$ cat src/rtl/blof_pkg.sv
package blof_pkg;

    // Default ring depth and the fixed pre-fill mean (four entries, divide by four).
    localparam int unsigned WINDOW_DEPTH_DEF = 5;
    localparam int unsigned PREFILL_COUNT    = 4;
    localparam int unsigned PREFILL_SHIFT    = 2;

    localparam int unsigned DATA_W  = 8;
    localparam int unsigned CFG_IDX_W = 2;

    localparam logic [DATA_W-1:0] MARGIN_RESET = 8'd5;

    // Configuration register indexes.
    localparam logic [CFG_IDX_W-1:0] REG_WARNING_LEVEL  = 2'd0;
    localparam logic [CFG_IDX_W-1:0] REG_STOP_LEVEL     = 2'd1;
    localparam logic [CFG_IDX_W-1:0] REG_OUTLIER_MARGIN = 2'd2;

    // Status codes.
    localparam logic [1:0] STATUS_NORMAL = 2'd0;
    localparam logic [1:0] STATUS_WARN   = 2'd1;
    localparam logic [1:0] STATUS_STOP   = 2'd2;

    typedef enum logic [2:0] {
        ST_IDLE,
        ST_SCAN,
        ST_FIX_HI,
        ST_FIX_LO,
        ST_SUM,
        ST_DIV,
        ST_DONE
    } state_t;

endpackage

$ cat src/rtl/battery_level_outlier_filter_unit.sv
// Battery level outlier filter. Each input beat carries one 8-bit battery reading, which is
// written into a ring of WINDOW_DEPTH entries, and each input beat yields exactly one result
// beat. Until the ring has been filled once, the result carries the raw reading with normal
// status, while the running average is the truncated mean of the first four ring entries.
// From the beat that fills the ring onward, the first maximum and the first minimum entry are
// replaced by the previous average when they stray more than outlier_margin from it, and the
// whole ring is averaged with truncation and checked against warning_level and stop_level
// (stop wins over warning). One small sequencer does all the work through a single ring read
// port: a scan for the extremes, a fix-up of the maximum and then of the minimum, a summing
// pass and a step that divides the sum by the ring depth through a reciprocal multiplication;
// a pre-fill beat skips the scan, the fix-ups and the division and sums only the first four
// entries. The input is not ready while a beat is in work; the result register is separate,
// so a new beat is accepted while the previous result still waits to be taken. Configuration
// registers are written through a plain write port and should only be changed while the
// block is idle.
module battery_level_outlier_filter_unit #(
    parameter int unsigned WINDOW_DEPTH = blof_pkg::WINDOW_DEPTH_DEF
) (
    input  logic                               aclk,
    input  logic                               aresetn,

    input  logic                               cfg_we,
    input  logic [blof_pkg::CFG_IDX_W-1:0]     cfg_index,
    input  logic [blof_pkg::DATA_W-1:0]        cfg_wdata,

    input  logic                               s_valid,
    output logic                               s_ready,
    input  logic [blof_pkg::DATA_W-1:0]        s_sample,

    output logic                               m_valid,
    input  logic                               m_ready,
    output logic [1:0]                         m_status,
    output logic [blof_pkg::DATA_W-1:0]        m_level,
    output logic                               m_window_full
);

    localparam int unsigned DW        = blof_pkg::DATA_W;
    localparam int unsigned IDX_W     = $clog2(WINDOW_DEPTH);
    localparam int unsigned SUM_W     = $clog2(255 * WINDOW_DEPTH + 1);
    localparam int unsigned PRE_COUNT = (WINDOW_DEPTH < blof_pkg::PREFILL_COUNT) ?
                                        WINDOW_DEPTH : blof_pkg::PREFILL_COUNT;
    localparam logic [IDX_W-1:0] LAST_IDX = IDX_W'(WINDOW_DEPTH - 1);
    localparam logic [IDX_W-1:0] PRE_LAST = IDX_W'(PRE_COUNT - 1);

    // The ring mean is sum * RECIP >> RECIP_SH, with RECIP = 2^RECIP_SH / WINDOW_DEPTH rounded
    // up. The rounding error of RECIP is below WINDOW_DEPTH and the sum is below 2^SUM_W, so
    // this shift keeps the product exact to the truncated quotient for every reachable sum.
    localparam int unsigned RECIP_SH = SUM_W + IDX_W;
    localparam int unsigned PROD_W   = SUM_W + RECIP_SH;
    localparam logic [RECIP_SH-1:0] RECIP =
        RECIP_SH'(((1 << RECIP_SH) + WINDOW_DEPTH - 1) / WINDOW_DEPTH);

    // Configuration registers.
    logic [DW-1:0] warning_level_reg;
    logic [DW-1:0] stop_level_reg;
    logic [DW-1:0] margin_reg;

    // Ring and its bookkeeping.
    logic [DW-1:0]    window_reg [WINDOW_DEPTH];
    logic [IDX_W-1:0] wr_idx_reg;
    logic             filled_reg;
    logic [DW-1:0]    avg_reg;

    // Sequencer and shared datapath.
    blof_pkg::state_t state_reg, state_next;
    logic [IDX_W-1:0] idx_reg;
    logic [IDX_W-1:0] hi_idx_reg, lo_idx_reg;
    logic [DW-1:0]    hi_val_reg, lo_val_reg;
    logic [SUM_W-1:0] sum_reg;
    logic [DW-1:0]    sample_reg;

    // Result register.
    logic             m_valid_reg;
    logic [1:0]       m_status_reg;
    logic [DW-1:0]    m_level_reg;
    logic             m_full_reg;

    logic              in_fire;
    logic              out_free;
    logic [DW-1:0]     rd_data;
    logic [SUM_W-1:0]  sum_add;
    logic [PROD_W-1:0] div_prod;
    logic              hi_hit, lo_hit;
    logic [IDX_W-1:0]  sum_last;
    logic [1:0]        status_calc;

    assign in_fire  = s_valid && s_ready;
    assign out_free = !m_valid_reg || m_ready;
    assign rd_data  = window_reg[idx_reg];
    assign sum_add  = sum_reg + SUM_W'(rd_data);
    assign div_prod = {{RECIP_SH{1'b0}}, sum_reg} * {{SUM_W{1'b0}}, RECIP};
    assign sum_last = filled_reg ? LAST_IDX : PRE_LAST;

    // The margin comparisons are done one bit wider so that avg + margin never wraps, and the
    // lower test is written as lo + margin < avg so that avg - margin never goes negative.
    assign hi_hit = ({1'b0, hi_val_reg} > ({1'b0, avg_reg} + {1'b0, margin_reg}));
    assign lo_hit = (({1'b0, lo_val_reg} + {1'b0, margin_reg}) < {1'b0, avg_reg});

    always_comb begin
        status_calc = blof_pkg::STATUS_NORMAL;
        if (filled_reg && (avg_reg < warning_level_reg)) begin
            status_calc = (avg_reg <= stop_level_reg) ? blof_pkg::STATUS_STOP
                                                      : blof_pkg::STATUS_WARN;
        end
    end

    // Next-state logic of the sequencer.
    always_comb begin
        state_next = state_reg;
        s_ready    = 1'b0;
        case (state_reg)
            blof_pkg::ST_IDLE: begin
                s_ready = 1'b1;
                if (s_valid) begin
                    state_next = blof_pkg::ST_SCAN;
                end
            end
            blof_pkg::ST_SCAN: begin
                // Before the ring is full, the scan pass is skipped straight to summing.
                if (!filled_reg) begin
                    state_next = blof_pkg::ST_SUM;
                end else if (idx_reg == LAST_IDX) begin
                    state_next = blof_pkg::ST_FIX_HI;
                end
            end
            blof_pkg::ST_FIX_HI: begin
                state_next = blof_pkg::ST_FIX_LO;
            end
            blof_pkg::ST_FIX_LO: begin
                state_next = blof_pkg::ST_SUM;
            end
            blof_pkg::ST_SUM: begin
                if (idx_reg == sum_last) begin
                    state_next = filled_reg ? blof_pkg::ST_DIV : blof_pkg::ST_DONE;
                end
            end
            blof_pkg::ST_DIV: begin
                state_next = blof_pkg::ST_DONE;
            end
            blof_pkg::ST_DONE: begin
                if (out_free) begin
                    state_next = blof_pkg::ST_IDLE;
                end
            end
            default: begin
                state_next = blof_pkg::ST_IDLE;
            end
        endcase
    end

    always_ff @(posedge aclk) begin
        if (!aresetn) begin
            state_reg <= blof_pkg::ST_IDLE;
        end else begin
            state_reg <= state_next;
        end
    end

    // Configuration port.
    always_ff @(posedge aclk) begin
        if (!aresetn) begin
            warning_level_reg <= '0;
            stop_level_reg    <= '0;
            margin_reg        <= blof_pkg::MARGIN_RESET;
        end else if (cfg_we) begin
            case (cfg_index)
                blof_pkg::REG_WARNING_LEVEL:  warning_level_reg <= cfg_wdata;
                blof_pkg::REG_STOP_LEVEL:     stop_level_reg    <= cfg_wdata;
                blof_pkg::REG_OUTLIER_MARGIN: margin_reg        <= cfg_wdata;
                default: begin
                end
            endcase
        end
    end

    // Ring contents and the running state that survives from beat to beat.
    always_ff @(posedge aclk) begin
        if (!aresetn) begin
            for (int i = 0; i < WINDOW_DEPTH; i++) begin
                window_reg[i] <= '0;
            end
            wr_idx_reg <= '0;
            filled_reg <= 1'b0;
            avg_reg    <= '0;
        end else begin
            case (state_reg)
                blof_pkg::ST_IDLE: begin
                    if (in_fire) begin
                        window_reg[wr_idx_reg] <= s_sample;
                        if (wr_idx_reg == LAST_IDX) begin
                            wr_idx_reg <= '0;
                            filled_reg <= 1'b1;
                        end else begin
                            wr_idx_reg <= wr_idx_reg + 1'b1;
                        end
                    end
                end
                blof_pkg::ST_FIX_HI: begin
                    if (hi_hit) begin
                        window_reg[hi_idx_reg] <= avg_reg;
                    end
                end
                blof_pkg::ST_FIX_LO: begin
                    if (lo_hit) begin
                        window_reg[lo_idx_reg] <= avg_reg;
                    end
                end
                blof_pkg::ST_SUM: begin
                    if (!filled_reg && (idx_reg == sum_last)) begin
                        avg_reg <= DW'(sum_add >> blof_pkg::PREFILL_SHIFT);
                    end
                end
                blof_pkg::ST_DIV: begin
                    avg_reg <= div_prod[RECIP_SH +: DW];
                end
                default: begin
                end
            endcase
        end
    end

    // Shared scan and sum datapath; no reset needed.
    always_ff @(posedge aclk) begin
        case (state_reg)
            blof_pkg::ST_IDLE: begin
                idx_reg <= '0;
                sum_reg <= '0;
                if (in_fire) begin
                    sample_reg <= s_sample;
                end
            end
            blof_pkg::ST_SCAN: begin
                // First maximum and first minimum: only a strict improvement moves them.
                if (idx_reg == '0) begin
                    hi_idx_reg <= '0;
                    lo_idx_reg <= '0;
                    hi_val_reg <= rd_data;
                    lo_val_reg <= rd_data;
                end else begin
                    if (rd_data > hi_val_reg) begin
                        hi_idx_reg <= idx_reg;
                        hi_val_reg <= rd_data;
                    end
                    if (rd_data < lo_val_reg) begin
                        lo_idx_reg <= idx_reg;
                        lo_val_reg <= rd_data;
                    end
                end
                if (!filled_reg || (idx_reg == LAST_IDX)) begin
                    idx_reg <= '0;
                end else begin
                    idx_reg <= idx_reg + 1'b1;
                end
            end
            blof_pkg::ST_FIX_HI: begin
                // When the maximum and minimum are the same entry, the minimum check must see
                // the value the maximum check left behind.
                if (hi_hit && (hi_idx_reg == lo_idx_reg)) begin
                    lo_val_reg <= avg_reg;
                end
            end
            blof_pkg::ST_SUM: begin
                sum_reg <= sum_add;
                idx_reg <= idx_reg + 1'b1;
            end
            default: begin
            end
        endcase
    end

    // Result register.
    always_ff @(posedge aclk) begin
        if (!aresetn) begin
            m_valid_reg <= 1'b0;
        end else if ((state_reg == blof_pkg::ST_DONE) && out_free) begin
            m_valid_reg <= 1'b1;
        end else if (m_ready) begin
            m_valid_reg <= 1'b0;
        end
    end

    always_ff @(posedge aclk) begin
        if ((state_reg == blof_pkg::ST_DONE) && out_free) begin
            m_status_reg <= status_calc;
            m_level_reg  <= filled_reg ? avg_reg : sample_reg;
            m_full_reg   <= filled_reg;
        end
    end

    assign m_valid       = m_valid_reg;
    assign m_status      = m_status_reg;
    assign m_level       = m_level_reg;
    assign m_window_full = m_full_reg;

    // A new result appears only when the sequencer finishes a beat.
    a_result_from_done: assert property (@(posedge aclk) disable iff (!aresetn)
        $rose(m_valid_reg) |-> $past(state_reg == blof_pkg::ST_DONE))
        else $error("result appeared without a finished beat");

    // An alarm status is only possible once the ring has been filled.
    a_status_needs_full: assert property (@(posedge aclk) disable iff (!aresetn)
        m_valid_reg && (m_status_reg != blof_pkg::STATUS_NORMAL) |-> m_full_reg)
        else $error("alarm status reported before the ring was full");

    // The write pointer always stays inside the ring.
    a_wr_idx_range: assert property (@(posedge aclk) disable iff (!aresetn)
        wr_idx_reg <= LAST_IDX)
        else $error("ring write pointer out of range");

    // After accepting a beat the block is busy for at least the next cycle.
    a_busy_after_accept: assert property (@(posedge aclk) disable iff (!aresetn)
        in_fire |=> !s_ready)
        else $error("input ready right after accepting a beat");

endmodule

$ cat config.mk
export PLATFORM = sky130hd
export DESIGN_NAME = battery_level_outlier_filter_unit
export DESIGN_NICKNAME = d
export VERILOG_FILES = /design/src/rtl/blof_pkg.sv /design/src/rtl/battery_level_outlier_filter_unit.sv
export SDC_FILE = /design/constraint.sdc
export NUM_CORES = 1
export LEC_CHECK = 0
export ABC_AREA = 1
export BUFFER_PORTS_ARGS = -buffer_cell sky130_fd_sc_hd__buf_2
export CORE_MARGIN = 2
export CORE_UTILIZATION = 50
export CTS_CLUSTER_DIAMETER = 80
export DETAILED_ROUTE_END_ITERATION = 6
export MAX_ROUTING_LAYER = met4
export PLACE_DENSITY_LB_ADDON = 0.25
export SYNTH_ARGS = -nofsm -noshare
export SYNTH_HDL_FRONTEND = slang
export SYNTH_SLANG_ARGS = --single-unit
$ cat constraint.sdc
create_clock -name aclk -period 5.15 [get_ports aclk]
set_clock_uncertainty 0.1 [all_clocks]
set_input_delay 0 -clock aclk [delete_from_list [all_inputs] [get_ports aclk]]
set_output_delay 0 -clock aclk [all_outputs]
set_load 0.02 [all_outputs]
==> run_results.csv, run 1 <==
group,metric,value,unit
die,die_area,24200,sq um
die,core_area,22600,sq um
layout,nNetsFinal,1545,
synth,async_flop_share,0,%
synth,synth_enable_flop_cells,119,
layout,final_util,56.8,%
placed_design,preCtsSetupSlack,520,ps
die,start_util,50.8,%
drt,firstDrtPassIters,6,
grt,grt_max_degree,46,
sta,setup_viol,0,
placed_design,io_buffers,35,
synth,seq_area_frac_synth,38.7,%
sta,timing.final.hold_violations,0,
critical_path,cp-end-kind,"register",
layout,largest_register_ffs,64,
die,fp-row-count,55,
sta,slew_viol_final,0,
pwr,p_switching,4.42,mW
die,dieHeight,155,um
layout,final_common_cell,"inv_1",
clocking,path_clk_slew,70,ps
grt,grt_first_pass_wirelength,42700,um
layout,areaGrowthSynthToFinish,11.8,%
sta,relSlewSlack,39.5,%
critical_path,crit_start,"sum_reg[8]",
pwr,switching_share,49.5,%
clocking,htreeDepth,4,
pwr,ir_drop,0.650,mV
drt,vias_per_cell,5.28,
sta,timing.fmax,216,MHz
worst_hold_path,worstHoldPathType,"in2reg",
layout,layout_common_cells,"inv_1 (218), nand2_1 (175), ha_1 (136), nor2_1 (127), edfxtp_1 (119)",
clocking,cts_tree,"done",
synth,ys_ff_latch,162,
pwr,clkPwrFrac,14.2,%
clocking,cts.sinks,162,
pwr,combPwrFrac,64.9,%
die,io_pins,36,
synth,yosysWarnings,0,
critical_path,critPathKind,"reg2reg",
clocking,clockBufferDepth,2,
grt,antenna_found_initial,0,
synth,synth_cell_type_count,48,
sta,worst_hold_slack,7.95,ps
grt,grt_use_total,23.1,%
pwr,p_int,4.51,mW
sta,fin_ws,519,ps
sta,rsz0062_at_grt,"false",
layout,drive_above_1_share,10.8,%
synth,postSynthAreaPerCell,8.94,sq um
critical_path,required,5360,ps
grt,first_global_vias,8479,
clocking,cts_made_buffers,17,
layout,antennaDiodeCount,0,
worst_hold_path,hp-start,"cfg_we",
placed_design,place_congestion,0.888,
critical_path,worst_r2r_startpoint,"sum_reg[8]",
synth,synth_top_flop_cell,"edfxtp_1",
placed_design,hpwl,20100,um
sta,setup_tns,0,ps
critical_path,crit_arrival,4840,ps
pwr,power_leakage,5.88,nW
drt,drc,0,
job,max_cap_viol_count,0,
grt,grt_overflow,0,
clocking,clk_latency,430,ps
critical_path,crit_path_max_fanout,7,
pwr,power_density,696,nW/um^2
layout,nFillCells,1984,
sta,tightest_slew,907,ps
run_status,status,"complete, no violations",
pwr,p_seq_share,20.9,%
synth,syn_area,11500,sq um
die,dieWidth,155,um
critical_path,worst_setup_path_start_kind,"register",
drt,wl_per_cell,15.8,um
drt,vias,8716,
clocking,cts-root-buf,"clkbuf_16",
clocking,cts_setup_buffers,0,
sta,fin_crit,4630,ps
synth,synthCells,1282,
drt,routed_wl,26100,um
drt,drt_iter0_drc,663,
drt,drtAntennaViolNets,0,
sta,post-route-period-util,89.9,%
synth,syn_nets,1475,
==> cells in the mapped netlist (6+ instances only) <==
master / count / area share (%)
inv_1: 218 / 7.1
nand2_1: 175 / 5.7
ha_1: 136 / 15
nor2_1: 127 / 4.2
edfxtp_1: 119 / 31
o21ai_0: 100 / 4.4
a21oi_1: 76 / 3.3
dfxtp_1: 43 / 7.5
nand3_1: 40 / 1.7
fa_1: 34 / 5.9
nor3_2: 28 / 2.4
nor3_1: 25 / 1.1
clkbuf_1: 21 / 0.69
xor2_1: 18 / 1.4
nand4_1: 17 / 0.93
xnor2_1: 13 / 0.99
a31oi_1: 9 / 0.49
o22ai_1: 9 / 0.49
o21ai_4: 7 / 0.99
inv_2: 6 / 0.20
o21bai_1: 6 / 0.39
==> metal layers <==
metal	GRT usage, %	wire (um)	up-vias
met5	-	0	-
met2	37.5	12400	197
met3	3.01	1160	42
met4	6.38	485	0
met1	30.6	12100	4047
li1	-	-	4430
==> through the flow <==
stage	power [mW]	instance area [sq um]	std cells
after floorplan	6.23	11500	1282
after global placement	7.59	12000	1595
after detailed placement	7.63	12000	1595
after CTS	8.97	12800	1650
after global routing	9.88	12800	1650
final	8.93	12800	1650
==> timing repair <==
action                    in CTS  in global routing
resized for setup              0                  0
hold buffers                  23                  0
hold endpoints to repair      76                  0
==> critical path, stage by stage (launching register included) <==
cell	delay, ps
edfxtp_1	510
ha_1	280
inv_1	80
fa_1	530
inv_1	60
fa_1	500
inv_1	60
fa_1	440
fa_1	510
inv_1	40
ha_1	330
a21oi_1	280
o21a_1	200
nor2_1	50
a211oi_1	220
nand2_1	90
nand2_1	60
nand3_1	60
nand2_1	70
a21oi_1	60
==> power groups by stage <==
stage | logic (mW) | registers [mW] | clock network [mW]
CTS | 5.82 | 1.87 | 1.28
global placement | 5.70 | 1.89 | 0
global route | 6.67 | 1.89 | 1.32
floorplan | 4.39 | 1.84 | 0
finish | 5.79 | 1.87 | 1.27
detailed placement | 5.74 | 1.90 | 0
==> cell type report <==
type                    count  area (sq um)  share of cell area (%)
well taps                 285           357                    2.78
clock inverters            15           165                    1.29
repair buffers             82           586                    4.57
clock buffers              17           425                    3.32
flip-flops and latches    162          4430                    34.6
inverters                 225           845                    6.59
multi-input cells         864          6010                    46.9
==> worst paths after layout <==
check,end,slack (ps),depth (start not counted)
hold / removal,margin_reg[1],8,3
setup / recovery,avg_reg[6],520,19
setup reg to reg,avg_reg[6],520,19
hold reg to reg,warning_level_reg[6],360,2
==> cells by family (layout without fill, tap and decap cells) <==
group	Yosys count	after routing	share of synthesized area [%]
and+or+nand+nor	434	434	17.7
adders and majority gates	170	170	20.8
xor gates and xnor gates	31	31	2.37
AOI/OAI and AO/OA	229	229	11.5
buffers and inverters	256	339	8.95
DFF	162	162	38.7
Power figures use the tool's default switching activity.
==> run 2, diff against run 1 <==
Settings changed: PLACE_DENSITY set to 0.66, PLACE_DENSITY_LB_ADDON 0.25 to not set.
==> run 2 against run 1 <==
Against the previous run:
- critical path depth down 1
- die area unchanged
- power up 0.57%
- non-clock buffer count up 1
- clock-buffer cell count unchanged
- sequential share of layout area about the same
- register-to-register slack worse by 70 ps
- worst hold slack better by 20 ps
- cell area about the same
- combinational power up 1%
- setup slack worse by 70 ps
- fmax down 1.5%
==> run_results.csv, run 2 (synthesis gave the netlist of run 1 again) <==
group,metric,value,unit
job,max_cap_viol_count,0,
clocking,cts_made_buffers,17,
clocking,cts_tree,"done",
die,dieWidth,155,um
critical_path,cp_slowest_cell,"fa_1",
layout,layout_common_cells,"inv_1 (218), nand2_1 (175), ha_1 (136), nor2_1 (127), edfxtp_1 (119)",
drt,drc,0,
die,die_area,24200,sq um
pwr,ir_drop,0.404,mV
sta,fin_ws,448,ps
sta,setup_tns,0,ps
layout,antennaDiodeCount,0,
placed_design,hpwl,20400,um
critical_path,regToRegEndpoint,"avg_reg[6]",
critical_path,rr_worst_depth,18,
critical_path,cp_num_cells,18,
critical_path,required,5410,ps
grt,grt_first_pass_wirelength,43200,um
critical_path,worst_setup_path_start_kind,"register",
critical_path,critical-path-max-stage-delay,530,ps
clocking,cts.sinks,162,
sta,setup_viol,0,
drt,drtAntennaViolNets,0,
layout,nFillCells,1983,
critical_path,crit_start,"sum_reg[8]",
pwr,power_leakage,5.90,nW
clocking,clk_latency,440,ps
critical_path,path_buf_inv,4,
placed_design,io_buffers,35,
layout,areaGrowthSynthToFinish,11.9,%
clocking,htreeDepth,4,
sta,tightest_slew,803,ps
drt,drt_iter0_drc,584,
grt,grt_use_total,23.6,%
critical_path,critPathKind,"reg2reg",
layout,nNetsFinal,1546,
sta,fin_crit,4700,ps
die,core_area,22600,sq um
critical_path,crit_path_cell_trace,"ha_1, inv_1, fa_1, inv_1, fa_1, inv_1, fa_1, fa_1, inv_1, ha_1, a21oi_1, o21a_1, nor2_1, a211oi_1, nand3_1, nand3_1, nand2_1, a21oi_1",
critical_path,crit_path_max_fanout,7,
clocking,clockBufferDepth,2,
grt,grt_max_degree,46,
critical_path,worst_r2r_startpoint,"sum_reg[8]",
sta,post-route-period-util,91.3,%
layout,seq_area,4430,sq um
die,start_util,50.8,%
placed_design,preCtsSetupSlack,492,ps
clocking,cts_resized,0,
placed_design,place_congestion,0.891,
layout,largest_register_ffs,64,
sta,timing.fmax,213,MHz
sta,relSlewSlack,46.5,%
sta,rsz0062_at_grt,"false",
critical_path,cp-endpoint,"avg_reg[6]",
die,dieHeight,155,um
die,fp-row-count,55,
clocking,path_clk_slew,70,ps
drt,routed_wl,26500,um
die,io_pins,36,
layout,drive_above_1_share,11.0,%
drt,vias_per_cell,5.30,
sta,slew_viol_final,0,
clocking,hold_buffers,22,
worst_hold_path,worstHoldPathType,"in2reg",
run_status,status,"complete, no violations",
clocking,cts-root-buf,"clkbuf_16",
drt,vias,8750,
critical_path,crit_family,"adder cells",
grt,antenna_found_initial,0,
pwr,power_density,700,nW/um^2
grt,grt_overflow,0,
layout,final_common_cell,"inv_1",
layout,multi_input_area,6010,sq um
clocking,cts_setup_buffers,0,
critical_path,crit_arrival,4960,ps
critical_path,cp-end-kind,"register",
grt,first_global_vias,8534,
drt,firstDrtPassIters,5,
critical_path,r2r_slack,450,ps
drt,wl_per_cell,16.1,um
sta,timing.final.hold_violations,0,
-- run 2: cell types whose count changed in the layout (fill, tap and decap cells not counted), moves of 2 or more --
cell        before  now
clkinv_4         1    4
clkinv_8         1    3
clkinvlp_4       2    0
buf_4           24   26
inv_6            4    1
-- run 2: worst min path at each step --
| stage | from | endpoint | slack, ps | cells past startpoint |
|---|---|---|---|---|
| after floorplan | s_sample[0] | sample_reg[0] | -1 | 0 |
| after global placement | s_sample[7] | sample_reg[7] | 120 | 1 |
| after detailed placement | s_sample[7] | sample_reg[7] | 120 | 1 |
| after CTS | aresetn | margin_reg[0] | 7 | 3 |
| after global routing | aresetn | margin_reg[0] | 40 | 3 |
| final | cfg_we | margin_reg[1] | 30 | 3 |
-- run 2: where the power goes --
group	switching, mW	internal, mW
logic	3.72	2.14
clock network	0.603	0.652
registers	0.172	1.70
-- run 2: layout make-up --
type / count / share of cell area [%]
multi-input cells: 864 / 46.9
flip-flops and latches: 162 / 34.6
inverters: 225 / 6.58
repair buffers: 83 / 4.60
clock buffers: 17 / 3.32
well taps: 285 / 2.78
clock inverters: 15 / 1.29
-- run 2: routing by layer --
metal | share of wire (%) | vias to the layer above | track usage [%]
met5 | 0 | - | -
met4 | 1.6 | 0 | 5.77
met3 | 3.9 | 30 | 3.23
li1 | - | 4424 | -
met1 | 46 | 4112 | 31.0
met2 | 48 | 184 | 39.1
-- run 2: metrics by stage --
step | hold slack [ps] | utilization [%] | area [sq um] | power, mW | std cells
finish | 27.7 | 56.8 | 12800 | 8.98 | 1651
global route | 42.3 | 56.8 | 12800 | 9.92 | 1651
CTS | 7.48 | 56.8 | 12800 | 9.00 | 1651
detailed placement | 117 | 53.2 | 12000 | 7.70 | 1597
global placement | 116 | 53.2 | 12000 | 7.60 | 1597
floorplan | -1.13 | - | 11500 | 6.23 | 1282
-- run 2: worst register-to-register path, delay by kind of cell, from the launching register on --
kind,cells,cell delay (ps)
buffers and inverters,4,240
adder cells (fa/ha/maj),6,2590
AO/OA/AOI/OAI,4,880
AND/OR/NAND/NOR,4,320
flip-flops,1,500
==> run 3, diff against run 2 <==
Settings changed: ABC_AREA 1 to not set.
==> run 3 against run 2 <==
Against the previous run:
- via count shrank 12%
- synthesized area shrank 5.5%
- die area shrank 5.3%
- fmax shrank 3.7%
- sequential power grew 2%
- clock power is essentially flat
- power shrank 5.3%
- clock-buffer cell count grew 5
- worst hold slack gained 6.8 ps
- largest cell class unchanged
- routed wire length shrank 2.3%
- synthesized cell count shrank 23%
- critical path depth grew 2
==> run_results.csv, run 3 <==
group,metric,value,unit
synth,ys_top_cells_by_count,"inv_1 (140), ha_1 (136), edfxtp_1 (119)",
grt,grt_max_degree,37,
layout,layout_common_cells,"inv_1 (139), ha_1 (135), edfxtp_1 (119), nor2_1 (85), a21oi_1 (53)",
layout,areaGrowthSynthToFinish,14.4,%
layout,final_common_cell,"inv_1",
layout,largest_register_ffs,64,
synth,synth_enable_flop_cells,119,
clocking,cts_tree,"done",
sta,timing.fmax,205,MHz
run_status,status,"complete, no violations",
synth,yosysTopAreaCell,"edfxtp_1",
synth,syn_area,10800,sq um
grt,grt_use_total,24.4,%
drt,drc,0,
critical_path,cp_common_cell,"inv_1",
synth,syn_nets,1180,
die,dieHeight,151,um
clocking,path_clk_slew,60,ps
layout,nFillCells,1784,
placed_design,dp_cells,1306,
pwr,ir_drop,0.477,mV
die,dieWidth,151,um
die,start_util,51.2,%
synth,yosysMostFrequentCell,"inv_1",
die,io_pins,36,
critical_path,required,5350,ps
layout,stdcell_count,1361,
synth,synthCells,987,
grt,antenna_found_initial,0,
worst_hold_path,hold_depth,5,
die,die_area,22900,sq um
sta,setup_tns,0,ps
sta,relSlewSlack,48.9,%
critical_path,path_buf_inv,7,
synth,yosysWarnings,0,
clocking,cts_made_buffers,17,
layout,drive_above_1_share,15.1,%
sta,setup_viol,0,
critical_path,crit_family,"adder cells",
critical_path,crit_path_cell_trace,"buf_4, ha_1, ha_1, inv_1, fa_1, inv_1, fa_1, inv_1, fa_1, inv_1, ha_1, a21oi_1, o2111ai_2, a211oi_2, o31ai_2, buf_4, o31ai_4, buf_4, mux2i_1, o21ai_0",
grt,grt_first_pass_wirelength,40800,um
pwr,power_density,686,nW/um^2
sta,slew_viol_final,0,
clocking,cts.sinks,162,
critical_path,cp_num_cells,20,
layout,stdcell_area,12400,sq um
clocking,cts-root-buf,"clkbuf_16",
synth,postSynthAreaPerCell,11.0,sq um
critical_path,crit_arrival,5080,ps
layout,antennaDiodeCount,0,
placed_design,place_congestion,0.905,
critical_path,critical-path-max-stage-delay,530,ps
sta,rsz0062_at_grt,"false",
placed_design,postPlaceCellArea,11500,sq um
drt,wl_per_cell,19.0,um
job,max_cap_viol_count,0,
sta,fin_crit,4880,ps
grt,grt_overflow,0,
drt,routed_wl,25900,um
clocking,clockBufferDepth,2,
sta,tightest_slew,766,ps
clocking,htreeDepth,4,
synth,synth_cell_type_count,65,
synth,ys_ff_latch,162,
die,fp-row-count,53,
drt,drtAntennaViolNets,0,
critical_path,crit_path_max_fanout,3,
synth,synth_top_flop_cell,"edfxtp_1",
synth,seq_area_frac_synth,40.9,%
grt,first_global_vias,7650,
drt,vias,7706,
drt,vias_per_cell,5.66,
layout,final_util,58.6,%
drt,drt_iter0_drc,557,
clocking,clk_latency,430,ps
worst_hold_path,worstHoldPathType,"in2reg",
synth,async_flop_share,0,%
sta,timing.final.hold_violations,0,
die,core_area,21200,sq um
drt,firstDrtPassIters,5,
placed_design,io_buffers,35,
synth,synth_top_area_share,33.0,%
critical_path,worst_setup_path_start_kind,"register",
layout,nNetsFinal,1266,
critical_path,rr_worst_depth,20,
pwr,power_leakage,5.38,nW
critical_path,critPathKind,"reg2reg",
synth,synth_area_leaders,"edfxtp_1 (33%), ha_1 (16%), dfxtp_1 (7.9%)",
critical_path,cp_slowest_cell,"fa_1",
sta,post-route-period-util,94.8,%
critical_path,cp-end-kind,"register",
placed_design,hpwl,19700,um
## run 3: cell count changes after synthesis, moves of 10 or more
| cell | previous run | this run |
|---|---|---|
| mux2i_1 | 0 | 23 |
| o21ai_0 | 100 | 21 |
| nor2b_1 | 0 | 14 |
| a21oi_1 | 76 | 53 |
| nor3_2 | 28 | 0 |
| buf_2 | 0 | 10 |
| inv_1 | 218 | 140 |
| nor4_1 | 3 | 41 |
| nand2_1 | 175 | 30 |
| nand3_1 | 40 | 8 |
| mux4_2 | 0 | 16 |
| nor2_1 | 127 | 85 |
| mux2_2 | 0 | 18 |
## run 3: cells by family after synthesis
group	after synthesis	synth area share [%]
AOI/OAI and AO/OA	152	9.19
xor gates and xnor gates	32	2.59
adders and majority gates	170	22.0
buffers and inverters	175	6.24
DFF	162	40.9
muxes	66	8.41
and+or+nand+nor	230	10.7
## run 3: timing repair
item,in CTS,in global routing
endpoints found under the setup margin,1,4
hold buffers,22,0
gates resized for setup,2,5
buffers inserted,0,1
pin swaps,0,4
endpoints found under the hold margin,58,0
## run 3: worst reg2reg max path, cell delays in order, from the launching register on
cell	delay (ps)
edfxtp_1	390
buf_4	170
ha_1	320
ha_1	280
inv_1	50
fa_1	500
inv_1	60
fa_1	530
inv_1	50
fa_1	490
inv_1	40
ha_1	300
a21oi_1	250
o2111ai_2	140
a211oi_2	240
o31ai_2	100
buf_4	160
o31ai_4	190
buf_4	150
mux2i_1	160
o21ai_0	90
## run 3: layout make-up
cell class | count | area, sq um | area share [%]
clock inverters | 10 | 128 | 1.03
multi-input cells | 650 | 5780 | 46.6
inverters | 141 | 529 | 4.27
repair buffers | 101 | 726 | 5.85
flip-flops and latches | 162 | 4430 | 35.8
clock buffers | 22 | 464 | 3.74
well taps | 275 | 344 | 2.77
## run 3: power by group
part | switching [mW] | internal [mW] | leakage [nW] | total (mW)
sequential | 0.206 | 1.70 | 1.51 | 1.91
clock | 0.521 | 0.748 | 0.287 | 1.27
combinational | 3.11 | 2.21 | 3.58 | 5.33
## run 3: per-stage QoR
stage	hold WS (ps)	power, mW	setup slack (ps)
4_1_cts	17.6	8.51	51.6
3_5_place_dp	97.3	7.15	-33.5
5_1_grt	71.9	9.34	9.35
2_1_floorplan	-1.13	5.65	284
3_3_place_gp	106	6.99	66.7
6_report	34.5	8.51	267
## run 3: metal layers
metal	routed length, um	vias to the layer above	GRT usage (%)
met4	415	0	5.89
met2	12700	182	40.0
met1	11700	3783	32.5
li1	-	3708	-
met5	0	-	-
met3	1100	33	3.10
## run 3: worst paths after layout
| kind | slack (ps) | start | to |
|---|---|---|---|
| hold / removal | 30 | cfg_index[0] | warning_level_reg[0] |
| hold reg to reg | 400 | stop_level_reg[6] | stop_level_reg[6] |
| setup / recovery | 270 | sum_reg[6] | avg_reg[7] |
| setup reg to reg | 270 | sum_reg[6] | avg_reg[7] |
